## config.mk

```make
export PLATFORM = sky130hd
export DESIGN_NAME = lcd_line_mode_timing_core
export DESIGN_NICKNAME = d
export VERILOG_FILES = /design/src/rtl/core/lmt_pkg.sv /design/src/rtl/core/lcd_line_mode_timing_core.sv
export VERILOG_INCLUDE_DIRS = /design/src /design/src/rtl/core
export SDC_FILE = /design/constraint.sdc
export NUM_CORES = 1
export LEC_CHECK = 0
export BUFFER_PORTS_ARGS = -buffer_cell sky130_fd_sc_hd__buf_2
export CAP_MARGIN = 20
export CORE_ASPECT_RATIO = 1.75
export CORE_MARGIN = 2
export CORE_UTILIZATION = 40
export CTS_BUF_LIST = sky130_fd_sc_hd__clkbuf_4
export DETAILED_ROUTE_END_ITERATION = 10
export PLACE_DENSITY_LB_ADDON = 0.1
export SKIP_LAST_GASP = 1
export SLEW_MARGIN = 20
export SYNTH_ARGS = -nofsm -noshare
export SYNTH_HDL_FRONTEND = slang
export SYNTH_SLANG_ARGS = --single-unit
```

## constraint.sdc

```tcl
create_clock -name clk -period 2.6 [get_ports clk]
set_input_delay 0.26 -clock clk [delete_from_list [all_inputs] [get_ports clk]]
set_output_delay 0.26 -clock clk [all_outputs]
set_load 0.02 [all_outputs]
```

## src/rtl/core/lcd_line_mode_timing_core_defines.svh

```systemverilog
// Assertion macros for the LCD line and mode timing core.
`ifndef LCD_LINE_MODE_TIMING_CORE_DEFINES_SVH
`define LCD_LINE_MODE_TIMING_CORE_DEFINES_SVH

`ifndef ASSERT_OFF

// Check that a property holds at every clock edge outside reset.
`define LMT_ASSERT(name, prop, msg) \
    name: assert property (@(posedge clk) disable iff (!rst_n) (prop)) else $error(msg);

// Check that a condition never holds outside reset.
`define LMT_ASSERT_NEVER(name, cond, msg) \
    name: assert property (@(posedge clk) disable iff (!rst_n) !(cond)) else $error(msg);

`else

`define LMT_ASSERT(name, prop, msg)
`define LMT_ASSERT_NEVER(name, cond, msg)

`endif

`endif

```

## src/rtl/core/lmt_pkg.sv

```systemverilog
// Constants and types for the LCD line and mode timing core.
package lmt_pkg;

    localparam int unsigned DOT_W   = 10;
    localparam int unsigned LINE_W  = 8;
    localparam int unsigned CYC_W   = 8;
    localparam int unsigned MODE_W  = 2;
    localparam int unsigned CFG_IDX_W  = 3;
    localparam int unsigned CFG_DATA_W = 8;

    localparam logic [DOT_W-1:0] LINE_DOTS  = DOT_W'(456);
    localparam logic [DOT_W-1:0] OAM_START  = LINE_DOTS - DOT_W'(80);
    localparam logic [DOT_W-1:0] XFER_START = OAM_START - DOT_W'(172);

    localparam logic [LINE_W-1:0] FIRST_VBLANK_LINE = LINE_W'(144);
    localparam logic [LINE_W-1:0] LAST_LINE         = LINE_W'(154);

    typedef enum logic [MODE_W-1:0] {
        MODE_HBLANK = 2'd0,
        MODE_VBLANK = 2'd1,
        MODE_OAM    = 2'd2,
        MODE_XFER   = 2'd3
    } lcd_mode_t;

    typedef enum logic [CFG_IDX_W-1:0] {
        CFG_DISPLAY_ENABLE     = 3'd0,
        CFG_LINE_COMPARE       = 3'd1,
        CFG_HBLANK_INT_ENABLE  = 3'd2,
        CFG_VBLANK_INT_ENABLE  = 3'd3,
        CFG_OAM_INT_ENABLE     = 3'd4,
        CFG_COINC_INT_ENABLE   = 3'd5
    } cfg_index_t;

    typedef struct packed {
        lcd_mode_t         lcd_mode;
        logic [LINE_W-1:0] current_line;
        logic              coincidence;
        logic              status_interrupt;
        logic              vblank_interrupt;
        logic              draw_line_request;
        logic [LINE_W-1:0] draw_line_number;
    } lmt_result_t;

endpackage

```

## src/rtl/core/lcd_line_mode_timing_core.sv

```systemverilog
// LCD line and mode timing core: mode, line counter, coincidence and interrupts.

// Each input transfer carries the elapsed CPU time in elapsed_cycles and yields
// one result. The item is held in an input register; compare-and-add logic
// against the dot/line state produces the result register and the next
// state together, so one item is taken and one result produced every cycle
// when the output side is ready. The result register loads from the input
// register once any waiting result has been taken; only a low out_ready holds
// it back. The input register takes a new item while a result still waits,
// if it holds none itself. Configuration writes land at once; the user must
// make them only while the block is idle, as the block does not enforce it.
// With display_enable low every item clears mode, line, dot counter and
// coincidence and reports no interrupt or draw request.
`include "lcd_line_mode_timing_core_defines.svh"

module lcd_line_mode_timing_core
    import lmt_pkg::*;
(
    input  logic                  clk,
    input  logic                  rst_n,

    input  logic                  cfg_we,
    input  logic [CFG_IDX_W-1:0]  cfg_index,
    input  logic [CFG_DATA_W-1:0] cfg_data,

    input  logic                  in_valid,
    output logic                  in_ready,
    input  logic [CYC_W-1:0]      elapsed_cycles,

    output logic                  out_valid,
    input  logic                  out_ready,
    output logic [MODE_W-1:0]     lcd_mode,
    output logic [LINE_W-1:0]     current_line,
    output logic                  coincidence,
    output logic                  status_interrupt,
    output logic                  vblank_interrupt,
    output logic                  draw_line_request,
    output logic [LINE_W-1:0]     draw_line_number
);

    // configuration
    logic              display_enable_reg;
    logic [LINE_W-1:0] line_compare_reg;
    logic              hblank_int_enable_reg;
    logic              vblank_int_enable_reg;
    logic              oam_int_enable_reg;
    logic              coinc_int_enable_reg;

    // timing state
    logic [DOT_W-1:0]  dot_reg;
    logic [DOT_W-1:0]  dot_next;
    logic [LINE_W-1:0] line_reg;
    logic [LINE_W-1:0] line_next;
    lcd_mode_t         mode_reg;
    lcd_mode_t         mode_next;
    logic              coinc_reg;
    logic              coinc_next;

    // pipeline
    logic              in_valid_reg;
    logic [CYC_W-1:0]  cycles_reg;
    logic              out_valid_reg;
    lmt_result_t       result_reg;
    lmt_result_t       result_next;
    logic              advance;

    logic [DOT_W-1:0]  dot_sum;
    logic              want_int;
    logic              line_done;

    assign advance  = in_valid_reg && (!out_valid_reg || out_ready);
    assign in_ready = !in_valid_reg || advance;

    always_ff @(posedge clk or negedge rst_n)
    begin
        if (!rst_n)
        begin
            display_enable_reg    <= 1'b0;
            line_compare_reg      <= '0;
            hblank_int_enable_reg <= 1'b0;
            vblank_int_enable_reg <= 1'b0;
            oam_int_enable_reg    <= 1'b0;
            coinc_int_enable_reg  <= 1'b0;
        end
        else if (cfg_we)
        begin
            unique case (cfg_index)
                CFG_DISPLAY_ENABLE:    display_enable_reg    <= cfg_data[0];
                CFG_LINE_COMPARE:      line_compare_reg      <= cfg_data[LINE_W-1:0];
                CFG_HBLANK_INT_ENABLE: hblank_int_enable_reg <= cfg_data[0];
                CFG_VBLANK_INT_ENABLE: vblank_int_enable_reg <= cfg_data[0];
                CFG_OAM_INT_ENABLE:    oam_int_enable_reg    <= cfg_data[0];
                CFG_COINC_INT_ENABLE:  coinc_int_enable_reg  <= cfg_data[0];
                default: ;
            endcase
        end
    end

    always_comb
    begin
        mode_next   = mode_reg;
        line_next   = line_reg;
        dot_next    = dot_reg;
        coinc_next  = coinc_reg;
        want_int    = 1'b0;
        line_done   = 1'b0;
        dot_sum     = dot_reg + DOT_W'(cycles_reg);
        result_next = '0;

        if (!display_enable_reg)
        begin
            mode_next  = MODE_HBLANK;
            line_next  = '0;
            dot_next   = '0;
            coinc_next = 1'b0;
        end
        else
        begin
            // pick the mode from the position before the cycles are added
            priority if (line_reg >= FIRST_VBLANK_LINE)
            begin
                mode_next = MODE_VBLANK;
                want_int  = vblank_int_enable_reg;
            end
            else if (dot_reg >= OAM_START)
            begin
                mode_next = MODE_OAM;
                want_int  = oam_int_enable_reg;
            end
            else if (dot_reg >= XFER_START)
            begin
                mode_next = MODE_XFER;
            end
            else
            begin
                mode_next = MODE_HBLANK;
                want_int  = hblank_int_enable_reg;
            end
            result_next.status_interrupt = want_int && (mode_next != mode_reg);

            line_done = (dot_sum >= LINE_DOTS);
            dot_next  = dot_sum;
            if (line_done)
            begin
                if (line_reg < FIRST_VBLANK_LINE)
                begin
                    result_next.draw_line_request = 1'b1;
                    result_next.draw_line_number  = line_reg;
                end
                result_next.vblank_interrupt = (line_reg == FIRST_VBLANK_LINE);
                line_next  = (line_reg == LAST_LINE) ? '0 : line_reg + LINE_W'(1);
                coinc_next = (line_next == line_compare_reg);
                if (coinc_next && coinc_int_enable_reg)
                begin
                    result_next.status_interrupt = 1'b1;
                end
                dot_next = dot_sum - LINE_DOTS;
            end
        end

        result_next.lcd_mode     = mode_next;
        result_next.current_line = line_next;
        result_next.coincidence  = coinc_next;
    end

    always_ff @(posedge clk or negedge rst_n)
    begin
        if (!rst_n)
        begin
            in_valid_reg  <= 1'b0;
            out_valid_reg <= 1'b0;
            dot_reg       <= '0;
            line_reg      <= '0;
            mode_reg      <= MODE_HBLANK;
            coinc_reg     <= 1'b0;
        end
        else
        begin
            if (in_ready)
            begin
                in_valid_reg <= in_valid;
            end
            if (advance)
            begin
                out_valid_reg <= 1'b1;
                dot_reg       <= dot_next;
                line_reg      <= line_next;
                mode_reg      <= mode_next;
                coinc_reg     <= coinc_next;
            end
            else if (out_ready)
            begin
                out_valid_reg <= 1'b0;
            end
        end
    end

    // payload registers: hold the item and the result, no reset needed
    always_ff @(posedge clk)
    begin
        if (in_ready && in_valid)
        begin
            cycles_reg <= elapsed_cycles;
        end
        if (advance)
        begin
            result_reg <= result_next;
        end
    end

    assign out_valid         = out_valid_reg;
    assign lcd_mode          = result_reg.lcd_mode;
    assign current_line      = result_reg.current_line;
    assign coincidence       = result_reg.coincidence;
    assign status_interrupt  = result_reg.status_interrupt;
    assign vblank_interrupt  = result_reg.vblank_interrupt;
    assign draw_line_request = result_reg.draw_line_request;
    assign draw_line_number  = result_reg.draw_line_number;

    `LMT_ASSERT_NEVER(a_line_range, line_reg > LAST_LINE, "line counter past last line")
    `LMT_ASSERT_NEVER(a_dot_range, dot_reg >= LINE_DOTS, "dot counter not wrapped")
    `LMT_ASSERT_NEVER(a_draw_vblank_excl,
        out_valid_reg && draw_line_request && vblank_interrupt,
        "draw request and vblank in one result")
    `LMT_ASSERT(a_draw_line_visible,
        (out_valid_reg && draw_line_request) |-> (draw_line_number < FIRST_VBLANK_LINE),
        "draw request for a line outside the visible area")

endmodule
```

After elaboration in Yosys (flattened, before gate mapping)
Index checks and enable logic that the tools add are counted.

cells by class
  mux-type cells = 21
  order comparisons = 5
  add/subtract/negate cells = 3
  reductions and logical operators = 18
  equality and inequality tests = 9

operators with widths
  cell                                                                 count
  2-to-1 mux 8 bit                                                     3
  greater-or-equal comparator 10 x 9 -> 1 bit (second input constant)  2
  2-to-1 mux 10 bit                                                    2
  equality test 8 bit (second input constant)                          2
  AND reduction 2 bit                                                  7
  2-to-1 mux 11 bit                                                    1
  adder 10 x 8 -> 10 bit                                               1
  greater-or-equal comparator 10 x 8 -> 1 bit (second input constant)  1
  2-to-1 mux 2 bit                                                     5
  subtractor 10 x 9 -> 10 bit (second input constant)                  1
  2-to-1 mux 1 bit                                                     9
  2-to-1 mux 9 bit                                                     1
  adder 8 x 1 -> 8 bit (second input constant)                         1
  equality test 8 bit                                                  1
  greater-or-equal comparator 8 bit (second input constant)            1
  < comparator 8 bit (second input constant)                           1
  equality test 3 x 2 -> 1 bit (second input constant)                 2
  equality test 3 bit (second input constant)                          2
  logical AND 1 bit                                                    4
  equality test 3 x 1 -> 1 bit (second input constant)                 1
  zero test 3 bit                                                      1
  AND reduction 3 bit                                                  1
  zero test 1 bit                                                      2
  logical OR 1 bit                                                     2
  2 further kinds                                                      2

word-level totals
  output and inout port bits = 24
  word-level logic and storage cells = 76
  register bits = 66
  input bits = 24

Logic depth before layout (Yosys ltp)
Gate-level depths: netlist (run 1).

  word-level depth = 9
  gate-level depth with buffers = 12
  gate-level depth less buffers = 11

Worst setup path before layout (run 1)
Ideal clock, no wire load.

  path kind = reg2reg
  start point = register dot_reg[0]
  end point = register result_reg, in the netlist current_line[2], data pin
  slack = -0.277 ns
  cell stages (with the launch flop) = 12
  data required time = 2.341 ns
  buffers on the path = 2
  period minus slack after synthesis = 2.877 ns
  data arrival time = 2.618 ns
  setup time = 0.259 ns
  cells stage by stage = dfrtp_1 > ha_1 > fa_1 > a21o_1 > a221oi_2 > xnor2_1 > a21boi_2 > a31oi_2 > buf_6 > buf_6 > o211a_1 > o21bai_1

between the ends
  cells in the longest elaborated chain, start to end = 4

ends and longest elaborated chain
  element                                      line                              source
  from (decl)                                  lcd_line_mode_timing_core.sv:50   logic [DOT_W-1:0] dot_reg;
  from (signal assigned)                       lcd_line_mode_timing_core.sv:186  dot_reg <= dot_next;
  adder 10 x 8 -> 10 bit                       lcd_line_mode_timing_core.sv:107  dot_sum = dot_reg + DOT_W'(cycles_reg);
  greater-or-equal comparator 10 x 9 -> 1 bit  lcd_line_mode_timing_core.sv:141  line_done = (dot_sum >= LINE_DOTS);
  2-to-1 mux 8 bit                             lcd_line_mode_timing_core.sv:143  if (line_done)
  2-to-1 mux 8 bit                             lcd_line_mode_timing_core.sv:110  if (!display_enable_reg)
  net line_next[2]                             lcd_line_mode_timing_core.sv:53   logic [LINE_W-1:0] line_next;
  to (signal assigned)                         lcd_line_mode_timing_core.sv:207  result_reg <= result_next;
  to (decl)                                    lcd_line_mode_timing_core.sv:63   lmt_result_t result_reg;

The timed path passes the listed nets, and every way through them passes these cells.
A chain may end at the register's enable or synchronous reset.

Final worst setup path (run 1)
  start point = register dot_reg[0]
  end point = register result_reg, in the netlist current_line[5], data pin

The elaborated chain is that of the path after synthesis.

==> results of run 1 <==
==> report_power, final <==
part / internal [W] / switching (W)
Combinational: 0.00159 / 0.00163
Clock: 0.000397 / 0.000436
Sequential: 0.00131 / 0.000167
Total: 0.00329 / 0.00223
==> cells by family (layout without fill, tap and decap cells) <==
group,count (synthesis),after routing,share of synthesized area (%)
XOR/XNOR,14,14,3.45
flip-flops,66,66,47.7
multiplexers,14,14,4.08
AO/OA/AOI/OAI,85,86,16.5
other,0,1,0
AND/OR/NAND/NOR,135,135,19.4
adder cells (fa/ha/maj),13,13,4.51
buffers and inverters,33,161,4.28
==> path summary, 6_finish.rpt <==
path,cells after the start,to,slack (ns)
worst max-delay path,11,current_line[5],-0.28
worst min-delay path,3,line_compare_reg[2],0.03
worst max register to register,11,current_line[5],-0.28
worst min register to register,2,dot_reg[0],0.50
max in group asynchronous,2,line_reg[5],1.56
min in group asynchronous,2,line_reg[2],0.48
==> placed cells by master (no fill, tap or decap), types with 4 or more instances in the layout <==
cell	Yosys	layout
o21ai_0	19	13
edfxtp_1	30	30
buf_6	4	11
ha_1	12	9
nand3_1	13	10
clkbuf_4	0	9
mux2_2	11	11
dfrtp_1	36	36
nand2b_1	5	5
and3_1	7	7
nor2_1	17	16
o21ai_1	1	5
nor3_1	13	5
buf_2	3	47
xnor2_2	1	4
inv_1	12	12
and2_1	9	6
dlygate4sd3_1	0	11
buf_4	1	63
or3_1	5	5
nor3_2	1	8
xnor2_1	9	6
a21oi_1	10	7
o31ai_1	5	5
nand2_1	41	40
==> metrics by stage <==
step                      utilization [%]  setup WS [ns]
after floorplan                         -         -0.210
after CTS                            55.6         -0.265
after global placement               49.8         -0.277
final                                57.4         -0.285
after global routing                 57.4         -0.397
after detailed placement             49.8         -0.326
==> timing repair <==
action	4_1_cts	5_1_grt
pin swaps	19	16
hold endpoints to repair	45	1
resized for setup	30	23
hold buffers	10	1
setup buffers	12	7
cloned	2	0
setup endpoints to repair	35	36
==> routing by layer <==
layer	up-vias	global-route usage, %	wire length (um)
met5	-	0	0
met4	0	15.9	782
met3	48	5.12	384
met2	118	41.1	5980
met1	1673	21.0	3710
li1	1596	-	-
==> area by class of cell <==
cell class | count | area share [%]
multi-input cells | 262 | 40.3
well taps | 120 | 2.88
clock inverters | 7 | 1.94
flip-flops and latches | 66 | 34.5
inverters | 13 | 0.935
repair buffers | 132 | 18.1
diodes | 1 | 0.0480
clock buffers | 9 | 1.30
==> worst max-delay path: stages (launching register included) <==
cell and delay, ns:
dfrtp_1 0.40, ha_2 0.20, fa_2 0.35, a21o_4 0.23, a221oi_4 0.34, xnor2_2 0.16, a21boi_4 0.24, a31oi_4 0.16
buf_6 0.17, buf_4 0.14, o21ai_1 0.18, a21oi_1 0.09
==> key figures, run 1 <==
Run status
  • Outcome: finished, violations left
  • Failing checks: setup timing

Floorplanning
  • Initial core utilization: 41.5%
  • Die area: 10300 um^2
  • Io pins: 48
  • Core Footprint: a little over 9000 um^2
  • DIE WIDTH: 77.4 um
  • Row count: 46
  • Die Y: approximately 130 um

Synth
  • Syn Area/Cell: around 10 um^2
  • Post-synth EDFFs: 30
  • Post-synth top area share: 23.9%
  • Yosys reg bits: between 60 and 70
  • YS warnings: 0
  • Synthesized area: about 3800 um^2
  • Synth top area cells: dfrtp_1, edfxtp_1, nand2_1
  • Mapped Nets: 397
  • Library cells used by synthesis: 71
  • Cell taking the most area after synthesis: dfrtp_1
  • Register area share after synthesis: around 48%
  • Synth Flop Type: dfrtp_1
  • Asr flop ratio synth: between 50% and 60%
  • Top-count cell post-synth: nand2_1
  • Syn Inst Count: 360
  • Commonest cells in the netlist: nand2_1, dfrtp_1, edfxtp_1

Placement
  • DP HPWL: 7650 um
  • Placed cells: 564
  • PortBufs: 47
  • Dpl cell area: ~4500 um^2
  • Placer Congestion: 0.901

Clock tree
  • Clk root buf: clkbuf_4
  • Clk_lat worst skew: ~0.44 ns
  • Sink Count: 66
  • CTS buffer count: 9
  • Deepest clock path buffer count: 2
  • CTS tree: done
  • H-tree Lvls: 3
  • Reg clk slew, reported paths: 0.13 ns

Setup path
  • Crit end category: register
  • Crit Path Max Fanout: 6
  • WS Path Type: reg -> reg
  • Critical path data arrival time: about 3.1 ns
  • Reg-to-reg startpoint: dot_reg[0]
  • Crit path from: dot_reg[0]
  • Worst setup SP type: register
  • WP data required: 2.81 ns

GRT
  • Global Route Usage Sum: 22.3%
  • Remaining Overflow, GRT: 0
  • Global-route wire length before repair: 17500 um
  • Largest net degree at the start of global routing: 37
  • Vias in the first global route: 3591
  • Initial antenna violation count: 1

Finish
  • Area grow syn2layout: 38.2%
  • Multi-input logic area: 2100 um^2
  • Layout cell share with drive strength beyond 1: 40.7%
  • Nets: 521
  • Sequential Area: 1800 um^2
  • Fin area: 5220 um^2
  • Max FFs per register: 10
  • Fill cell total of the finished layout: 829
  • Non-filler instance count after layout: 610

Routing
  • Vias: 3435
  • Final ANT Viol Nets: 0
  • Starting DRT DRC Count: roughly 240
  • DRT Wirelength: 10900 um
  • Routed wire length per instance: ~18 um
  • # DRC: 0
  • Vias per inst: 5.63
  • Router iterations before antenna repair: 4

Hold path
  • Min-delay worst type: in -> reg
  • Hold Startpoint: cfg_data[2]

Timing
  • Fin crit period: 2.88 ns
  • Min Hold Slack: 0.0291 ns
  • Worst Clk Skew: 0.0153 ns
  • Worst Max-Slew Pin Slew: 0.895 ns
  • Final period util: 111%
  • Fin worst setup slack: -0.285 ns
  • Setup TNS: -6.94 ns
  • RSZ-0062 raised after global routing: true
  • FMAX: 347 MHz
  • Final setup vio count: 36
  • Max Slew Vio Count: 0
  • Final Hold Violating Endpoints: 0
  • Relative slew slack: between 40% and 50%

Pwr
  • Peak supply drop: 0.000744 V
  • Pleak: 2.24 nW
  • Tot Pwr: 0.00552 W
  • Power Dens Cells: 1060 nW/um^2

Flow run
  • MaxCap Viol Count: 0
No activity file was read; power rests on OpenSTA's default activity.
==> inputs of run 2 (changes only) <==
- ABC_CLOCK_PERIOD_IN_PS: default -> 2600
- PLACE_DENSITY_LB_ADDON: 0.1 -> default
==> key figures, run 2 (same netlist as run 1, synthesis figures left out) <==
Pwr
  • Peak supply drop: 0.000703 V
  • Pleak: 2.19 nW
  • Power Dens Cells: 1020 nW/um^2

Setup path
  • Buf/Inv on CP: 1
  • CP top delay family: compound AO/OA/AOI/OAI gates
  • Worst setup SP type: register
  • Worst path slowest cell: a221oi_4
  • Crit-path cells: ha_2 -> fa_2 -> a21o_1 -> a221oi_4 -> xnor2_2 -> a21boi_4 -> a31oi_4 -> buf_6 -> o211a_1 -> o21bai_1
  • Crit end category: register
  • Crit Path Max Fanout: 8
  • Critical path data arrival time: a little over 3 ns
  • WP data required: 2.79 ns
  • WS Path Type: reg -> reg
  • Worst path max stage delay: 0.39 ns

GRT
  • Initial antenna violation count: 1
  • Global-route wire length before repair: 16200 um
  • Vias in the first global route: 3429
  • Global Route Usage Sum: 20.5%
  • Remaining Overflow, GRT: 0
  • Largest net degree at the start of global routing: 37

Timing
  • FMAX: 346 MHz
  • Final period util: 111%
  • RSZ-0062 raised after global routing: true
  • Worst Clk Skew: 0.0124 ns
  • Max Slew Vio Count: 0
  • Fin crit period: slightly below 3 ns
  • Setup TNS: -6.93 ns
  • Min Hold Slack: 0.0262 ns
  • Relative slew slack: between 40% and 50%
  • Worst Max-Slew Pin Slew: just under 0.9 ns
  • Final setup vio count: 36
  • Fin worst setup slack: -0.286 ns
  • Final Hold Violating Endpoints: 0

Floorplanning
  • Row count: 46
  • Die area: 10300 um^2
  • Core Footprint: 9090 um^2
  • DIE WIDTH: 77.4 um
  • Die Y: 132 um
  • Io pins: between 40 and 50
  • Initial core utilization: between 40 and 50%

Run status
  • Outcome: finished, violations left
  • Failing checks: setup timing

Finish
  • Layout cell share with drive strength beyond 1: 40.5%
  • Fill cell total of the finished layout: 834
  • Most frequent cells in the layout: buf_4, buf_2, nand2_1, dfrtp_1, edfxtp_1
  • Non-filler instance count after layout: 605
  • Max FFs per register: 10
  • Area grow syn2layout: 35.3%
  • Nets: 516
  • Most common cell after layout, fill and taps aside: buf_4

Clock tree
  • CTS tree: done
  • Clk_lat worst skew: 0.44 ns
  • H-tree Lvls: 3
  • CTS buffer count: 9
  • Deepest clock path buffer count: 2
  • Reg clk slew, reported paths: 0.11 ns
  • Sink Count: 66
  • Clk root buf: clkbuf_4

Routing
  • Vias: 3312
  • Starting DRT DRC Count: 237
  • Router iterations before antenna repair: 5
  • Vias per inst: 5.47
  • Final ANT Viol Nets: 0
  • DRT Wirelength: 10400 um
  • Routed wire length per instance: 17.3 um
  • # DRC: 0

Placement
  • DP HPWL: ~7300 um
  • PortBufs: 47
  • Placed cells: 568
  • Placer Congestion: 0.929

Hold path
  • Min-delay worst type: in -> reg

Flow run
  • MaxCap Viol Count: 0
run 2: layout make-up:
class                           instances  area (um^2)  share of cell area [%]
Multi-Input combinational cell        261         2080                    40.7
Sequential cell                        66         1800                    35.3
Timing Repair Buffer                  128          898                    17.6
Tap cell                              120          150                    2.94
Clock buffer                           11         82.6                    1.62
Inverter                               13         48.8                   0.955
Clock inverter                          5         46.3                   0.906
Antenna cell                            1         2.50                  0.0490
run 2: final timing paths:
kind / start / end / slack, ns / depth (start not counted)
max in group asynchronous: rst_n / mode_reg[0] / 1.56 / 2
hold / removal: cfg_data[2] / line_compare_reg[2] / 0.03 / 3
min in group asynchronous: rst_n / dot_reg[6] / 0.48 / 2
setup / recovery: cycles_reg[0] / current_line[2] / -0.29 / 10
hold reg to reg: in_valid_reg / out_valid / 0.50 / 1
setup reg to reg: cycles_reg[0] / current_line[2] / -0.29 / 10
run 2: through the flow:
stage	utilization, %	total power [W]	instance area, um^2	setup slack, ns
floorplan	-	0.00293	3810	-0.210
finish	56.2	0.00520	5110	-0.286
CTS	54.6	0.00492	4960	-0.277
detailed placement	50.1	0.00388	4560	-0.363
global route	56.2	0.00551	5110	-0.438
global placement	50.1	0.00383	4560	-0.320
run 2: layer usage:
metal	vias up	wire, um	track usage (%)
li1	1583	-	-
met4	0	652	14.3
met2	104	5730	38.5
met3	50	430	3.55
met1	1575	3630	19.8
met5	-	0	0
run 2: repair_timing:
action,4_1_cts,5_1_grt
endpoints found under the hold margin,45,0
setup endpoints to repair,35,36
gates resized for setup,27,27
pin swaps,27,14
setup buffers,10,3
gates cloned,1,0
hold buffers,10,0
run 2: power breakdown:
| part | internal [W] | total (W) | switching (W) |
|---|---|---|---|
| Clock | 0.000304 | 0.000680 | 0.000376 |
| Combinational | 0.00149 | 0.00305 | 0.00156 |
| Sequential | 0.00131 | 0.00147 | 0.000162 |
run 2: worst register-to-register path, stage by stage (launching register included):
cell,delay [ns]
edfxtp_1,0.38
ha_2,0.21
fa_2,0.34
a21o_1,0.23
a221oi_4,0.39
xnor2_2,0.16
a21boi_4,0.23
a31oi_4,0.17
buf_6,0.18
o211a_1,0.22
o21bai_1,0.15
